<file path="src/design/mf3_pkg.sv">
// ----------------------------------------------------------------------------
// mf3_pkg
// Shared constants and types for the 3x3 BGRA median filter.
// ----------------------------------------------------------------------------
package mf3_pkg;

  localparam int unsigned MAX_WIDTH_DEF    = 2048;
  localparam int unsigned CHANNEL_BITS_DEF = 32;

  localparam int unsigned PORT_BITS        = 32;
  localparam int unsigned NUM_CH           = 4;
  localparam int unsigned WIDTH_REG_BITS   = 12;
  localparam int unsigned HEIGHT_REG_BITS  = 13;
  localparam int unsigned CFG_DATA_BITS    = 13;
  localparam int unsigned ROW_BITS         = 13;

  localparam logic [WIDTH_REG_BITS-1:0]  WIDTH_RESET  = 12'd640;
  localparam logic [HEIGHT_REG_BITS-1:0] HEIGHT_RESET = 13'd480;
  localparam logic [ROW_BITS-1:0]        HEIGHT_MIN   = 13'd2;
  localparam logic [ROW_BITS-1:0]        HEIGHT_LIMIT = 13'd4096;

  // bit k set: channel k takes the median; clear: centre passes through
  localparam logic [7:0] MEDIAN_LANES = 8'h77;

  typedef enum logic {
    REG_FRAME_WIDTH  = 1'b0,
    REG_FRAME_HEIGHT = 1'b1
  } cfg_reg_e;

  // load enables of the sort stages
  typedef struct packed {
    logic s3;
    logic s4;
    logic s5;
  } stage_en_t;

endpackage

</file>
<file path="src/design/mf3_lane.sv">
// ----------------------------------------------------------------------------
// mf3_lane
// Median of nine keyed values for one channel, three register stages:
// padded keys, sorted rows, column reductions; final median-of-3 is
// combinational into the caller's output register.
// ----------------------------------------------------------------------------
module mf3_lane #(
  parameter int unsigned CB = mf3_pkg::CHANNEL_BITS_DEF
) (
  input  logic                  clk_i,
  input  mf3_pkg::stage_en_t    en_i,
  input  logic [8:0][CB-1:0]    val_i,
  input  logic [8:0]            pad_lo_i,
  input  logic [8:0]            pad_hi_i,
  output logic [CB-1:0]         med_o
);
  import mf3_pkg::*;

  localparam logic [CB-1:0] SIGN = {1'b1, {(CB-1){1'b0}}};

  function automatic logic [CB-1:0] to_key(input logic [CB-1:0] x);
    return x[CB-1] ? ~x : (x | SIGN);
  endfunction

  function automatic logic [CB-1:0] from_key(input logic [CB-1:0] k);
    return k[CB-1] ? (k ^ SIGN) : ~k;
  endfunction

  function automatic logic [CB-1:0] min3(input logic [CB-1:0] a, b, c);
    return (a <= b && a <= c) ? a : ((b <= c) ? b : c);
  endfunction

  function automatic logic [CB-1:0] max3(input logic [CB-1:0] a, b, c);
    return (a >= b && a >= c) ? a : ((b >= c) ? b : c);
  endfunction

  // xor of all three minus min and max leaves the middle value
  function automatic logic [CB-1:0] med3(input logic [CB-1:0] a, b, c);
    return a ^ b ^ c ^ min3(a, b, c) ^ max3(a, b, c);
  endfunction

  logic [8:0][CB-1:0] key_q;
  logic [2:0][CB-1:0] mn_q, md_q, mx_q;
  logic [CB-1:0]      lo_q, mid_q, hi_q;

  // out-of-frame cells become smallest or largest keys
  always_ff @(posedge clk_i) begin
    if (en_i.s3) begin
      for (int i = 0; i < 9; i++) begin
        if (pad_lo_i[i]) begin
          key_q[i] <= '0;
        end else if (pad_hi_i[i]) begin
          key_q[i] <= '1;
        end else begin
          key_q[i] <= to_key(val_i[i]);
        end
      end
    end
  end

  always_ff @(posedge clk_i) begin
    if (en_i.s4) begin
      for (int r = 0; r < 3; r++) begin
        mn_q[r] <= min3(key_q[3*r], key_q[3*r+1], key_q[3*r+2]);
        md_q[r] <= med3(key_q[3*r], key_q[3*r+1], key_q[3*r+2]);
        mx_q[r] <= max3(key_q[3*r], key_q[3*r+1], key_q[3*r+2]);
      end
    end
  end

  always_ff @(posedge clk_i) begin
    if (en_i.s5) begin
      lo_q  <= max3(mn_q[0], mn_q[1], mn_q[2]);
      mid_q <= med3(md_q[0], md_q[1], md_q[2]);
      hi_q  <= min3(mx_q[0], mx_q[1], mx_q[2]);
    end
  end

  assign med_o = from_key(med3(lo_q, mid_q, hi_q));

endmodule
</file>
<file path="config.mk">
export PLATFORM = sky130hd
export DESIGN_NAME = mf3_lane
export DESIGN_NICKNAME = d
export VERILOG_FILES = /design/src/design/mf3_pkg.sv /design/src/design/mf3_lane.sv
export SDC_FILE = /design/constraint.sdc
export NUM_CORES = 2
export LEC_CHECK = 0
export BUFFER_PORTS_ARGS = -buffer_cell sky130_fd_sc_hd__buf_4
export CORE_MARGIN = 10
export CORE_UTILIZATION = 49
export CTS_BUF_LIST = sky130_fd_sc_hd__clkbuf_4 sky130_fd_sc_hd__clkbuf_8
export DETAILED_ROUTE_END_ITERATION = 16
export HOLD_SLACK_MARGIN = 0.05
export PLACE_DENSITY = 0.69
export SLEW_MARGIN = 20
export SYNTH_ARGS = -nofsm -noshare
export SYNTH_HDL_FRONTEND = slang
export SYNTH_SLANG_ARGS = --single-unit
</file>
<file path="constraint.sdc">
create_clock -name clk_i -period 3.92 [get_ports clk_i]
set_input_delay 0.588 -clock clk_i [delete_from_list [all_inputs] [get_ports clk_i]]
set_output_delay 0.588 -clock clk_i [all_outputs]
set_load 0.05 [all_outputs]
</file>
==> impl_results.md <==
* Status: complete, but fails checks
* Failing checks: setup timing
* Reg2Reg Setup Slack at 60 ps
* Post-Syn Instances at 5308
* Worst Setup Slack, final at -1080 ps
* Mux contribution to synthesized area at 0.0617
* Fraction of the mapped netlist area in simple logic gates at 0.0725
* Fmax at 200 MHz
* Reg2reg start: mx_q[17]$_DFFE_PP_
* Setup Crit Path Kind: flip-flop to primary output
* Unique masters post-synth at 66
* HPWL after DPL at 141000 um
* Antenna-violating nets left at 0
* Crit-path cells: ha_4 -> nand4_4 -> or4_4 -> a21o_1 -> o211ai_1 -> a21oi_2 -> buf_4 -> o22a_1 -> buf_4 -> buf_12 -> a221oi_1 -> nor2_1 -> xnor3_2 -> buf_8
* Hold Path End: key_q[76]$_SDFFCE_PP0P_
* Die Span X at 352 um
* Max FO, Critical Path at 33
* Total global-route track usage at 0.267
* Synth Area in Compound Gates at 0.160
* CP Data Arrival Time at 4420 ps
* Most common cell after layout, fill and taps aside: buf_4
* Ratio of cells with drive above 1 in the final layout at 0.198
* Final period utilization at 1.28
* Post-layout util at 0.596
* Crit start category: flip-flop
* Vias at 43793
* Most frequent cells in the layout: 747 x buf_4, 715 x a21oi_1, 672 x edfxtp_1, 661 x ha_1, 462 x inv_1
* RSZ-0062 raised after global routing: true
* Crit-path max cell delay at 550 ps
* Mapped Avg Cell Area at 10.2 sq um
* Die Ht at 352 um
* Iter 0 DRT Violations at 4372
* Syn_nets at 6290
* Post-synthesis adder-cell area fraction at 0.156
* Final global-route overflow total at 0
* Vias/cell at 5.75
* Met2 Wirelength at 76800 um
* Worst-Margin Slew at 1090 ps
* Starting Density at 0.495
* Die area at 0.124 sq mm
* Yosys reg bits at 672
* R2r endpoint: hi_q[30]$_DFFE_PP_
* Required time worst endpoint at 3330 ps
* Clock-pin slew on the worst setup and hold paths at 60 ps
* CP endpoint kind: primary output
* # rows at 121
* Initial antenna violation count at 17
* First-pass GRT wire length at 258000 um
* Worst hold start: val_i[76]
* Relative slew slack at 0.274
* Delay-heaviest family, CP: compound AO/OA/AOI/OAI gates
* Worst path bufs/invs at 4
* RePlAce Congestion at 0.983
* Max Cap Violations at 0
* Final Max Slew Viols at 0
* Vias in the first global route at 43124
* Maximum vdd ir drop at 0.00151 V
* Ys flop type: edfxtp_1
* CTS max path bufs at 3
* Pre-CTS setup slack at -493 ps
* IO Pins at 342
* Clock Root Buffer: clkbuf_8
* Warnings, synthesis at 0
* Final Hold Fails at 0
* Leak pwr at 29.6 nW
* DRC viols at 0
* Slowest cell on crit path: or4_4
* Hold Crit Depth at 3
* Highest Signal Layer: met5
* Clk_lat worst skew at 800 ps
* Largest net degree at the start of global routing at 102
* Hold crit path type: primary input to flip-flop
* Tmin final at 5000 ps
* # port buffers at 341
* Main combinational cell family by area after synthesis: compound AO/OA/AOI/OAI gates
* Nets at 7012
* Cts bufs inserted at 111
* DR WL/cell at 22.6 um
* Cell Area, Synth at 0.0540 sq mm
* Xor-xnor portion of the synthesized cell area at 0.127
* Number of flops mapped to enable cells by yosys at 672
* Clock Skews at 50.6 ps
* CTS tree: done
* # setup viols final at 32
* R2R cell count at 12
* Pwr/cell area at 1030 mW/mm^2
* Met1 Routed Length at 74100 um
* Ys async rst share at 0
* Metal3 WL at 14100 um
* H-tree Lvls at 3
* First-pass DRT Iterations at 7
* Most frequent cell on the critical path: buf_4
* WL final at 172000 um
* Core Box Area at 0.109 sq mm
* Clock net sink count at 672
* Area grow syn2layout at 20.4%
* Sequential area share after synthesis at 0.374
==> per-layer routing <==
metal	vias to the layer above	track usage
li1	20895	-
met1	20924	0.363
met2	1689	0.418
met3	283	0.0450
met4	2	0.108
met5	-	0
==> report_power, final <==
group / switching [mW] / leakage [nW] / total, mW / internal [mW]
combinational: 25.4 / 21.8 / 47.1 / 21.7
sequential: 2.21 / 6.56 / 12.7 / 10.5
clock: 3.06 / 1.26 / 6.90 / 3.84
total: 30.6 / 29.6 / 66.7 / 36.0
==> how the worst max path moves through the flow <==
stage / depth (start not counted) / slack (ps) / end / startpoint
finish: 14 / -1080 / med_o[15] / lo_q[14]$_DFFE_PP_
global route: 15 / -1210 / med_o[28] / lo_q[15]$_DFFE_PP_
CTS: 14 / -1050 / med_o[30] / lo_q[13]$_DFFE_PP_
detailed placement: 13 / -490 / med_o[6] / lo_q[9]$_DFFE_PP_
global placement: 14 / -390 / med_o[26] / hi_q[11]$_DFFE_PP_
floorplan: 14 / -80 / med_o[10] / hi_q[1]$_DFFE_PP_
==> metrics by stage <==
step / TNS, ps / cells / instance area [sq um] / power (mW) / hold WS, ps
after CTS: -32510 / 7587 / 64700 / 65.5 / 131
after detailed placement: -14180 / 7354 / 61600 / 55.4 / 641
final: -33130 / 7611 / 65000 / 66.7 / 175
after floorplan: -2440 / 5308 / 54000 / 39.1 / 584
after global placement: -11140 / 7354 / 61600 / 55.1 / 652
after global routing: -37330 / 7606 / 65000 / 69.6 / 156
==> cell families after synthesis <==
group           after synthesis
compound gates             1481
xor+xnor                    633
fa+ha+maj                   672
buf+inv                     699
flops                       672
mux                         325
simple gates                826
==> cells in the mapped netlist, types with 5 or more instances <==
cell / number / area (sq um)
and4_1: 14 / 123
ha_1: 672 / 8410
a21oi_1: 723 / 3620
o21ai_0: 298 / 1490
clkbuf_1: 159 / 597
o211a_1: 10 / 100
nand2b_1: 23 / 144
or2_2: 11 / 68.8
mux2_2: 63 / 709
o221ai_1: 18 / 158
or3_1: 7 / 43.8
o2bb2ai_1: 17 / 149
edfxtp_1: 672 / 20200
o211ai_1: 38 / 285
xor2_1: 145 / 1270
a31oi_1: 22 / 138
xnor2_1: 393 / 3440
nor2b_1: 35 / 219
nor3_1: 36 / 180
o21a_1: 37 / 278
nand4_1: 132 / 826
and2_1: 6 / 37.5
nor2_1: 304 / 1140
a21o_1: 176 / 1320
nand3_1: 54 / 270
inv_1: 468 / 1760
buf_2: 21 / 105
buf_1: 47 / 176
o22a_1: 6 / 52.6
nand2_1: 176 / 661
xnor3_1: 94 / 2120
a221oi_1: 38 / 333
mux2i_1: 262 / 2620
and3_1: 5 / 31.3
o22ai_1: 28 / 175
o21ai_1: 11 / 55.1
a211oi_1: 19 / 143
o31ai_1: 8 / 60.1
nor4_1: 16 / 100
==> state kept, by name, indices dropped and copies added, names as in the netlist <==
name and count:
hi_q 32, key_q 288, mid_q 32, mn_q 96
lo_q 32, mx_q 96, md_q 96
==> area by class of cell <==
class	count	area [sq um]
diodes	7	17.5
clock inverters	70	718
well taps	1476	1850
inverters	468	1760
repair buffers	840	7090
flip-flops and latches	672	20200
fillers	9086	44100
multi-input cells	3937	31700
clock buffers	141	1750
==> worst reg2reg max path, cell delays in order, from the launching register on <==
cell and delay (ps):
edfxtp_1 490, ha_1 360, a21o_1 180, a21o_1 170, a21o_1 170, a21o_1 170, a21o_1 180, a221oi_1 280
o211ai_1 190, a221oi_1 460, o22a_1 320, buf_12 190, mux2_2 410
==> timing repair <==
item,in CTS,in global routing
hold endpoints to repair,0,0
gates cloned,3,0
gates resized for setup,95,50
pin swaps,28,41
setup buffers,19,17
hold buffers,0,0
setup endpoints to repair,44,100
No activity file was read; power rests on OpenSTA's default activity.
